===== src/design/fdpe_pkg.sv =====
// Shared types, codes and constants for the fractional divider parameter encoder.
// No dependencies; every other design file imports this package.
package fdpe_pkg;

  localparam int FRAC_BITS_DEF  = 20;
  localparam int FIELD_W        = 20;
  localparam int INT_W          = 12;
  localparam int P1_W           = 18;
  localparam int BYTES_W        = 64;
  localparam int CTRL_W         = 8;
  localparam int PRESCALE_SHIFT = 7;
  localparam int P1_OFFSET      = 512;
  localparam int P1_MAX         = 262143;
  localparam int PLL_INT_MIN    = 15;
  localparam int PLL_INT_MAX    = 90;
  localparam int OUT_INT_MIN    = 3;
  localparam int OUT_INT_MAX    = 2049;

  localparam logic [CTRL_W-1:0] CTRL_BASE = 8'h0F;
  localparam int CTRL_PHASE_BIT = 4;
  localparam int CTRL_PLLB_BIT  = 5;
  localparam int CTRL_INT_BIT   = 6;

  localparam int IN_TDATA_W  = 56;
  localparam int OUT_TDATA_W = 136;

  typedef enum logic {
    CMD_PLL = 1'b0,
    CMD_OUT = 1'b1
  } fdpe_cmd_e;

  typedef enum logic [1:0] {
    ERR_NONE      = 2'd0,
    ERR_INT_RANGE = 2'd1,
    ERR_ZERO_DEN  = 2'd2,
    ERR_P1_RANGE  = 2'd3
  } fdpe_err_e;

  typedef struct packed {
    logic [INT_W-1:0]   a;
    fdpe_cmd_e          mode;
    logic               pll_b;
    logic               phase;
    logic               b_zero;
    fdpe_err_e          err;
    logic [FIELD_W-1:0] den;
  } fdpe_side_t;

  typedef struct packed {
    logic [P1_W-1:0]    p1;
    logic [FIELD_W-1:0] p2;
    logic [FIELD_W-1:0] p3;
    logic [BYTES_W-1:0] bytes;
    logic [CTRL_W-1:0]  ctrl;
    fdpe_err_e          err;
  } fdpe_result_t;

endpackage


===== src/design/fractional_divider_param_encoder_top.sv =====
// Throughput: one word per cycle unless the skid register holds a word; the quotient is
// retired one bit per stage across FRAC_BITS + 7 divider stages, followed by a pack
// stage and an output register with skid.
// Reset: asynchronous, active low; clears all valid bits, payload registers are not reset.
// Top level of the fractional divider parameter encoder; depends on fdpe_pkg,
// fdpe_front, fdpe_div_step and fdpe_pack.
module fractional_divider_param_encoder_top
  import fdpe_pkg::*;
#(
  parameter int FRAC_BITS = FRAC_BITS_DEF
) (
  input  logic                   clk_i,
  input  logic                   rst_ni,
  input  logic                   s_axis_tvalid_i,
  output logic                   s_axis_tready_o,
  // integer_part, frac_numerator, frac_denominator, source_pll, phase_enable, zero fill
  input  logic [IN_TDATA_W-1:0]  s_axis_tdata_i,
  // cmd
  input  logic [0:0]             s_axis_tuser_i,
  output logic                   m_axis_tvalid_o,
  input  logic                   m_axis_tready_i,
  // param_one, param_two, param_three, register_bytes, clock_control, error_code, zero fill
  output logic [OUT_TDATA_W-1:0] m_axis_tdata_o
);

  localparam int DIV_W = FRAC_BITS + PRESCALE_SHIFT;

  logic                 en;
  logic                 vld_w  [DIV_W+1];
  logic [DIV_W-1:0]     num_w  [DIV_W+1];
  logic [FRAC_BITS-1:0] rem_w  [DIV_W+1];
  fdpe_side_t           side_w [DIV_W+1];
  logic                 tail_vld;
  fdpe_result_t         tail_res;
  logic                 out_v_q;
  logic                 skid_v_q;
  fdpe_result_t         out_q;
  fdpe_result_t         skid_q;
  logic                 tail_take;
  logic                 out_free;

  assign en              = !skid_v_q;
  assign s_axis_tready_o = en;

  fdpe_front #(.FRAC_BITS(FRAC_BITS)) u_front (
    .clk_i   (clk_i),
    .rst_ni  (rst_ni),
    .en_i    (en),
    .valid_i (s_axis_tvalid_i),
    .cmd_i   (s_axis_tuser_i[0]),
    .int_i   (s_axis_tdata_i[11:0]),
    .num_i   (s_axis_tdata_i[31:12]),
    .den_i   (s_axis_tdata_i[51:32]),
    .pll_b_i (s_axis_tdata_i[52]),
    .phase_i (s_axis_tdata_i[53]),
    .valid_o (vld_w[0]),
    .num_o   (num_w[0]),
    .rem_o   (rem_w[0]),
    .side_o  (side_w[0])
  );

  for (genvar i = 0; i < DIV_W; i++) begin : g_div
    fdpe_div_step #(.FRAC_BITS(FRAC_BITS)) u_step (
      .clk_i   (clk_i),
      .rst_ni  (rst_ni),
      .en_i    (en),
      .valid_i (vld_w[i]),
      .num_i   (num_w[i]),
      .rem_i   (rem_w[i]),
      .side_i  (side_w[i]),
      .valid_o (vld_w[i+1]),
      .num_o   (num_w[i+1]),
      .rem_o   (rem_w[i+1]),
      .side_o  (side_w[i+1])
    );
  end

  fdpe_pack #(.FRAC_BITS(FRAC_BITS)) u_pack (
    .clk_i   (clk_i),
    .rst_ni  (rst_ni),
    .en_i    (en),
    .valid_i (vld_w[DIV_W]),
    .quo_i   (num_w[DIV_W]),
    .rem_i   (rem_w[DIV_W]),
    .side_i  (side_w[DIV_W]),
    .valid_o (tail_vld),
    .res_o   (tail_res)
  );

  assign tail_take = tail_vld && en;
  assign out_free  = !out_v_q || m_axis_tready_i;

  always_ff @(posedge clk_i or negedge rst_ni) begin
    if (!rst_ni) begin
      out_v_q  <= 1'b0;
      skid_v_q <= 1'b0;
    end else if (out_free) begin
      out_v_q  <= skid_v_q || tail_take;
      skid_v_q <= 1'b0;
    end else if (tail_take) begin
      skid_v_q <= 1'b1;
    end
  end

  always_ff @(posedge clk_i) begin
    if (out_free) begin
      out_q <= skid_v_q ? skid_q : tail_res;
    end else if (tail_take) begin
      skid_q <= tail_res;
    end
  end

  assign m_axis_tvalid_o = out_v_q;
  assign m_axis_tdata_o  = {4'b0, out_q.err, out_q.ctrl, out_q.bytes,
                            out_q.p3, out_q.p2, out_q.p1};

  a_skid_needs_out: assert property (@(posedge clk_i) disable iff (!rst_ni)
    skid_v_q |-> out_v_q) else $error("skid word held without output word");

  a_skid_holds: assert property (@(posedge clk_i) disable iff (!rst_ni)
    skid_v_q && !m_axis_tready_i |=> skid_v_q) else $error("skid word dropped");

  a_err_zero: assert property (@(posedge clk_i) disable iff (!rst_ni)
    out_v_q && out_q.err != ERR_NONE |->
      out_q.p1 == '0 && out_q.p3 == '0 && out_q.bytes == '0 && out_q.ctrl == '0)
    else $error("error word carries payload");

  a_rem_below_den: assert property (@(posedge clk_i) disable iff (!rst_ni)
    out_v_q && out_q.err == ERR_NONE |-> out_q.p3 != '0 && out_q.p2 < out_q.p3)
    else $error("remainder not below denominator");

endmodule


===== src/design/fdpe_front.sv =====
// Input stage: range check, zero-denominator check, operand masking.
// Depends on fdpe_pkg.
module fdpe_front
  import fdpe_pkg::*;
#(
  parameter int FRAC_BITS = FRAC_BITS_DEF,
  localparam int DIV_W = FRAC_BITS + PRESCALE_SHIFT
) (
  input  logic               clk_i,
  input  logic               rst_ni,
  input  logic               en_i,
  input  logic               valid_i,
  input  logic               cmd_i,
  input  logic [INT_W-1:0]   int_i,
  input  logic [FIELD_W-1:0] num_i,
  input  logic [FIELD_W-1:0] den_i,
  input  logic               pll_b_i,
  input  logic               phase_i,
  output logic               valid_o,
  output logic [DIV_W-1:0]   num_o,
  output logic [FRAC_BITS-1:0] rem_o,
  output fdpe_side_t         side_o
);

  logic [FRAC_BITS-1:0] b_m;
  logic [FRAC_BITS-1:0] c_m;
  logic                 in_range;
  fdpe_cmd_e            mode;
  fdpe_side_t           side_d;
  logic                 valid_q;
  logic [DIV_W-1:0]     num_q;
  fdpe_side_t           side_q;

  always_comb begin
    b_m  = num_i[FRAC_BITS-1:0];
    c_m  = den_i[FRAC_BITS-1:0];
    mode = fdpe_cmd_e'(cmd_i);
    if (mode == CMD_PLL) begin
      in_range = (int_i >= INT_W'(PLL_INT_MIN)) && (int_i <= INT_W'(PLL_INT_MAX));
    end else begin
      in_range = (int_i >= INT_W'(OUT_INT_MIN)) && (int_i <= INT_W'(OUT_INT_MAX));
    end
    side_d.a      = int_i;
    side_d.mode   = mode;
    side_d.pll_b  = pll_b_i;
    side_d.phase  = phase_i;
    side_d.b_zero = (b_m == '0);
    side_d.den    = FIELD_W'(c_m);
    if (!in_range) begin
      side_d.err = ERR_INT_RANGE;
    end else if (c_m == '0) begin
      side_d.err = ERR_ZERO_DEN;
    end else begin
      side_d.err = ERR_NONE;
    end
  end

  always_ff @(posedge clk_i or negedge rst_ni) begin
    if (!rst_ni) begin
      valid_q <= 1'b0;
    end else if (en_i) begin
      valid_q <= valid_i;
    end
  end

  always_ff @(posedge clk_i) begin
    if (en_i) begin
      num_q  <= {b_m, PRESCALE_SHIFT'(0)};
      side_q <= side_d;
    end
  end

  assign valid_o = valid_q;
  assign num_o   = num_q;
  assign rem_o   = '0;
  assign side_o  = side_q;

endmodule


===== src/design/fdpe_div_step.sv =====
// One restoring-division stage: retires one quotient bit per register stage.
// Depends on fdpe_pkg.
module fdpe_div_step
  import fdpe_pkg::*;
#(
  parameter int FRAC_BITS = FRAC_BITS_DEF,
  localparam int DIV_W = FRAC_BITS + PRESCALE_SHIFT
) (
  input  logic                 clk_i,
  input  logic                 rst_ni,
  input  logic                 en_i,
  input  logic                 valid_i,
  input  logic [DIV_W-1:0]     num_i,
  input  logic [FRAC_BITS-1:0] rem_i,
  input  fdpe_side_t           side_i,
  output logic                 valid_o,
  output logic [DIV_W-1:0]     num_o,
  output logic [FRAC_BITS-1:0] rem_o,
  output fdpe_side_t           side_o
);

  logic [FRAC_BITS:0]   trial;
  logic [FRAC_BITS:0]   den_ext;
  logic                 ge;
  logic [FRAC_BITS-1:0] rem_d;
  logic [DIV_W-1:0]     num_d;
  logic                 valid_q;
  logic [DIV_W-1:0]     num_q;
  logic [FRAC_BITS-1:0] rem_q;
  fdpe_side_t           side_q;

  always_comb begin
    trial   = {rem_i, num_i[DIV_W-1]};
    den_ext = {1'b0, side_i.den[FRAC_BITS-1:0]};
    ge      = (trial >= den_ext);
    rem_d   = ge ? FRAC_BITS'(trial - den_ext) : trial[FRAC_BITS-1:0];
    num_d   = {num_i[DIV_W-2:0], ge};
  end

  always_ff @(posedge clk_i or negedge rst_ni) begin
    if (!rst_ni) begin
      valid_q <= 1'b0;
    end else if (en_i) begin
      valid_q <= valid_i;
    end
  end

  always_ff @(posedge clk_i) begin
    if (en_i) begin
      num_q  <= num_d;
      rem_q  <= rem_d;
      side_q <= side_i;
    end
  end

  assign valid_o = valid_q;
  assign num_o   = num_q;
  assign rem_o   = rem_q;
  assign side_o  = side_q;

endmodule


===== src/design/fdpe_pack.sv =====
// Final stage: P1 offset and range check, register byte packing, clock control.
// Depends on fdpe_pkg.
module fdpe_pack
  import fdpe_pkg::*;
#(
  parameter int FRAC_BITS = FRAC_BITS_DEF,
  localparam int DIV_W = FRAC_BITS + PRESCALE_SHIFT,
  localparam int SUM_W = ((DIV_W > P1_W + 1) ? DIV_W : P1_W + 1) + 1
) (
  input  logic                 clk_i,
  input  logic                 rst_ni,
  input  logic                 en_i,
  input  logic                 valid_i,
  input  logic [DIV_W-1:0]     quo_i,
  input  logic [FRAC_BITS-1:0] rem_i,
  input  fdpe_side_t           side_i,
  output logic                 valid_o,
  output fdpe_result_t         res_o
);

  logic [SUM_W-1:0] sum;
  logic             p1_bad;
  logic [P1_W-1:0]  p1;
  logic [FIELD_W-1:0] p2;
  logic [FIELD_W-1:0] p3;
  fdpe_result_t     res_d;
  logic             valid_q;
  fdpe_result_t     res_q;

  always_comb begin
    sum    = {{(SUM_W-INT_W-PRESCALE_SHIFT){1'b0}}, side_i.a, PRESCALE_SHIFT'(0)}
           + SUM_W'(quo_i);
    p1_bad = (sum < SUM_W'(P1_OFFSET)) || (sum > SUM_W'(P1_MAX + P1_OFFSET));
    p1     = P1_W'(sum - SUM_W'(P1_OFFSET));
    p2     = FIELD_W'(rem_i);
    p3     = side_i.den;
    res_d  = '0;
    if (side_i.err != ERR_NONE) begin
      res_d.err = side_i.err;
    end else if (p1_bad) begin
      res_d.err = ERR_P1_RANGE;
    end else begin
      res_d.err   = ERR_NONE;
      res_d.p1    = p1;
      res_d.p2    = p2;
      res_d.p3    = p3;
      res_d.bytes = {p3[15:8], p3[7:0], 6'b0, p1[17:16], p1[15:8], p1[7:0],
                     p3[19:16], p2[19:16], p2[15:8], p2[7:0]};
      if (side_i.mode == CMD_OUT) begin
        res_d.ctrl                 = CTRL_BASE;
        res_d.ctrl[CTRL_PHASE_BIT] = side_i.phase;
        res_d.ctrl[CTRL_PLLB_BIT]  = side_i.pll_b;
        res_d.ctrl[CTRL_INT_BIT]   = side_i.b_zero && !side_i.phase;
      end
    end
  end

  always_ff @(posedge clk_i or negedge rst_ni) begin
    if (!rst_ni) begin
      valid_q <= 1'b0;
    end else if (en_i) begin
      valid_q <= valid_i;
    end
  end

  always_ff @(posedge clk_i) begin
    if (en_i) begin
      res_q <= res_d;
    end
  end

  assign valid_o = valid_q;
  assign res_o   = res_q;

endmodule

===== config.mk =====
export PLATFORM = sky130hd
export DESIGN_NAME = fractional_divider_param_encoder_top
export DESIGN_NICKNAME = d
export VERILOG_FILES = /design/src/design/fdpe_pkg.sv /design/src/design/fractional_divider_param_encoder_top.sv /design/src/design/fdpe_front.sv /design/src/design/fdpe_div_step.sv /design/src/design/fdpe_pack.sv
export SDC_FILE = /design/constraint.sdc
export NUM_CORES = 2
export LEC_CHECK = 0
export BUFFER_PORTS_ARGS = -buffer_cell sky130_fd_sc_hd__buf_4
export CORE_MARGIN = 2
export CORE_UTILIZATION = 45
export CTS_CLUSTER_SIZE = 16
export DETAILED_ROUTE_END_ITERATION = 12
export SETUP_SLACK_MARGIN = 0.5
export SLEW_MARGIN = 20
export SYNTH_ARGS = -nofsm -noshare
export SYNTH_HDL_FRONTEND = slang
export SYNTH_SLANG_ARGS = --single-unit

===== constraint.sdc =====
create_clock -name clk_i -period 72.7 [get_ports clk_i]
set_input_delay 14.54 -clock clk_i [delete_from_list [all_inputs] [get_ports clk_i]]
set_output_delay 14.54 -clock clk_i [all_outputs]
set_load 0.01 [all_outputs]

==> results_dict.tcl <==
set metrics [dict create \
    tightest_slew_ps 1050 \
    drive_gt1_share_pct 13.5 \
    pin_count 199 \
    synth_cells 7326 \
    slowest_delay_ps 870 \
    fp.dieW_um 491 \
    yosys.area.top_type "edfxtp_1" \
    synth_edf_count 2384 \
    die_y_um 491 \
    drtAntennaViolNets 0 \
    grt_max_degree 153 \
    grt_pass1_vias 55900 \
    cts_hold_buf 0 \
    post-route-util_pct 51.0 \
    async_flop_share_pct 1.28 \
    required_ps 58160 \
    setup_viol 0 \
    ys_types 96 \
    fin_skew_ps 80.4 \
    status "complete, no violations" \
    clockBufferDepth 4 \
    cts_buffers 280 \
    yosys-top-cells-area "edfxtp_1, ha_1, mux2_2, inv_1, xnor2_1" \
    yosys_register_bits 2415 \
    ys.flop_type "edfxtp_1" \
    gp_congestion 0.861 \
    syn_area_sq_um 107000 \
    period_minus_slack_ps 17000 \
    port_buffers 185 \
    grt_usage_pct 15.9 \
    drtIter0Drc 4248 \
    syn_area_per_cell_sq_um 14.6 \
    cpLargestDelayFamily "flip-flops" \
    post-route-period-util_pct 23.4 \
    cts_num_sinks 2415 \
    worstHoldPathType "flip-flop to flip-flop" \
    dp_hpwl_mm 135 \
    antenna_found_initial 9 \
    clk_pin_slew_ps 60 \
    htree_num_levels 5 \
    cts_tree "built" \
    cts_root_buffer "clkbuf_16" \
    yosysWarnings 0 \
    ys_seq_area_share_pct 67.9 \
    rsz0062_at_grt "no" \
    area_growth_pct 12.6 \
    synth_top_area_share_pct 67.1 \
    cp_slowest_cell "dfrtp_4" \
    final_nets 8312 \
    drc 0 \
    critPathCaptureType "output port" \
    worstSetupPathType "flip-flop to output port" \
    grt_pass1_wl_mm 306 \
    maxSlewViolCount 0 \
    postCtsSetupRepairBufs 0 \
    startpoint_type "flip-flop" \
    core_area_sq_um 235000 \
    finalHoldViolCount 0 \
    viasPerCell 5.18 \
    initial_core_util_pct 45.3 \
    maxCapViolCount 0 \
    worstPathArrival_ps 2460 \
    path_buf_inv 2 \
    rows 178 \
    vias 57200 \
    dieArea_sq_um 241000 \
    stdcell_area_sq_um 120000 \
    place_area_sq_um 112000 \
    dr.pass1.iters 5 \
    tns_ps 0 \
    totalWireLength_mm 194 \
    clock.fmax_ghz 0.0588 \
    cts-resized-gates 0 \
    hold-worst-slack_ps 356 \
    slew_headroom_pct 29.7 \
    clk_latency_ps 960 \
    overflow 0 \
    crit_chain "inv_8 > buf_4" \
    post_drt_wl_per_cell_um 17.6 \
    crit_path_max_fanout 51 \
]
==> cell families (layout without fill, tap and decap cells) <==
family | after synthesis | count (layout) | share of synthesized area (%)
AO/OA/AOI/OAI | 1385 | 1385 | 8.27
XOR/XNOR | 413 | 413 | 3.39
adder cells (fa/ha/maj) | 562 | 562 | 6.78
buffers and inverters | 859 | 1404 | 3.36
flip-flops | 2415 | 2415 | 67.9
multiplexers | 414 | 414 | 4.36
other | 1 | 14 | 0.00352
AND/OR/NAND/NOR | 1277 | 1277 | 5.96
==> Yosys cell counts, types with 17 or more instances <==
cell,n
a211o_1,22
a211oi_1,47
a21boi_0,17
a21o_1,230
a21oi_1,440
a31o_2,17
a31oi_1,35
and2_1,70
and3_1,27
buf_2,38
buf_4,72
clkbuf_1,46
dfrtp_1,31
edfxtp_1,2384
fa_1,27
ha_1,535
inv_1,690
mux2_2,364
mux2i_1,36
nand2_1,275
nand2b_1,77
nand3_1,96
nand4_1,62
nor2_1,354
nor2b_1,83
nor3_1,80
nor4_1,44
o211ai_1,19
o21a_1,76
o21ai_0,269
o21bai_1,57
o31ai_1,29
or2_2,19
or3_1,27
xnor2_1,261
xor2_1,152
==> cell usage in the layout, fill, tap and decap left out, types with 19 or more instances in the layout <==
master and count:
nor4_1 44, a211o_1 22, clkinv_2 42, nand2_1 275
inv_1 689, a211oi_1 47, mux2i_1 36, a21oi_1 436
o21bai_1 56, clkinv_1 54, and3_1 27, o21ai_0 267
edfxtp_1 2384, a21o_1 230, nor3_1 80, and2_1 70
fa_1 27, nand3_1 96, o211ai_1 19, or3_1 27
a31oi_1 35, o31ai_1 29, clkbuf_16 288, xor2_1 152
buf_4 233, nor2_1 354, nand4_1 62, xnor2_1 261
nand2b_1 76, or2_2 19, o21a_1 76, dfrtp_1 30
clkbuf_1 49, nor2b_1 83, ha_1 535, mux2_2 364
==> routing by layer <==
metal	share of wire [%]	vias to the layer above	wire length [um]	global-route usage (%)
met5	0.012	-	23	0
met4	2.3	4	4440	4.69
met3	5.5	308	10800	3.19
met2	46	1208	89100	24.9
met1	46	27700	89900	22.3
li1	-	28000	-	-
==> state kept, by name (all words and copies together), names as in the netlist <==
| name | cells |
|---|---|
| skid_q | 64 |
| g_div.u_step.num_o | 568 |
| g_div.u_step.valid_o | 27 |
| u_front.side_o | 38 |
| u_pack.res_o | 64 |
| m_axis_tvalid_o | 1 |
| u_front.valid_o | 1 |
| u_front.num_o | 20 |
| skid_v_q | 1 |
| u_pack.valid_o | 1 |
| g_div.u_step.rem_o | 540 |
| g_div.u_step.side_o | 1026 |
| m_axis_tdata_o | 64 |
==> metrics by stage <==
step	worst slack, ps	instances
finish	55700	11000
global route	55580	11000
CTS	55600	11000
detailed placement	55930	10600
global placement	55890	10600
floorplan	13950	7336
==> worst paths after layout <==
path / cells past startpoint / slack (ps) / startpoint / endpoint
max reg2reg: 7 / 66290 / skid_v_q$_DFFE_PN0P_ / g_div[0].u_step.rem_o[1]$_SDFFCE_PP0N_
min in group asynchronous: 1 / 13570 / rst_ni / g_div[19].u_step.valid_o$_DFFE_PN0N_
min: 0 / 360 / g_div[0].u_step.num_o[14]$_DFFE_PN_ / g_div[1].u_step.num_o[15]$_DFFE_PN_
max: 2 / 55700 / skid_v_q$_DFFE_PN0P_ / s_axis_tready_o
min reg2reg: 0 / 360 / g_div[0].u_step.num_o[14]$_DFFE_PN_ / g_div[1].u_step.num_o[15]$_DFFE_PN_
max in group asynchronous: 1 / 58810 / rst_ni / skid_v_q$_DFFE_PN0P_
==> cell type report <==
type                       instances  area [sq um]
antenna                            3          7.51
clock buffer                     338          7400
clock inverter                   136          1160
fill                           19700        115000
inverter                         693          2610
multi-input combinational       4062         30800
sequential                      2415         72400
tap                             3150          3940
timing repair buffer             237          1830
Power is left out: the tool's default activity adds up to more than one toggle a clock period on the data nets, which glitch-free logic cannot reach.
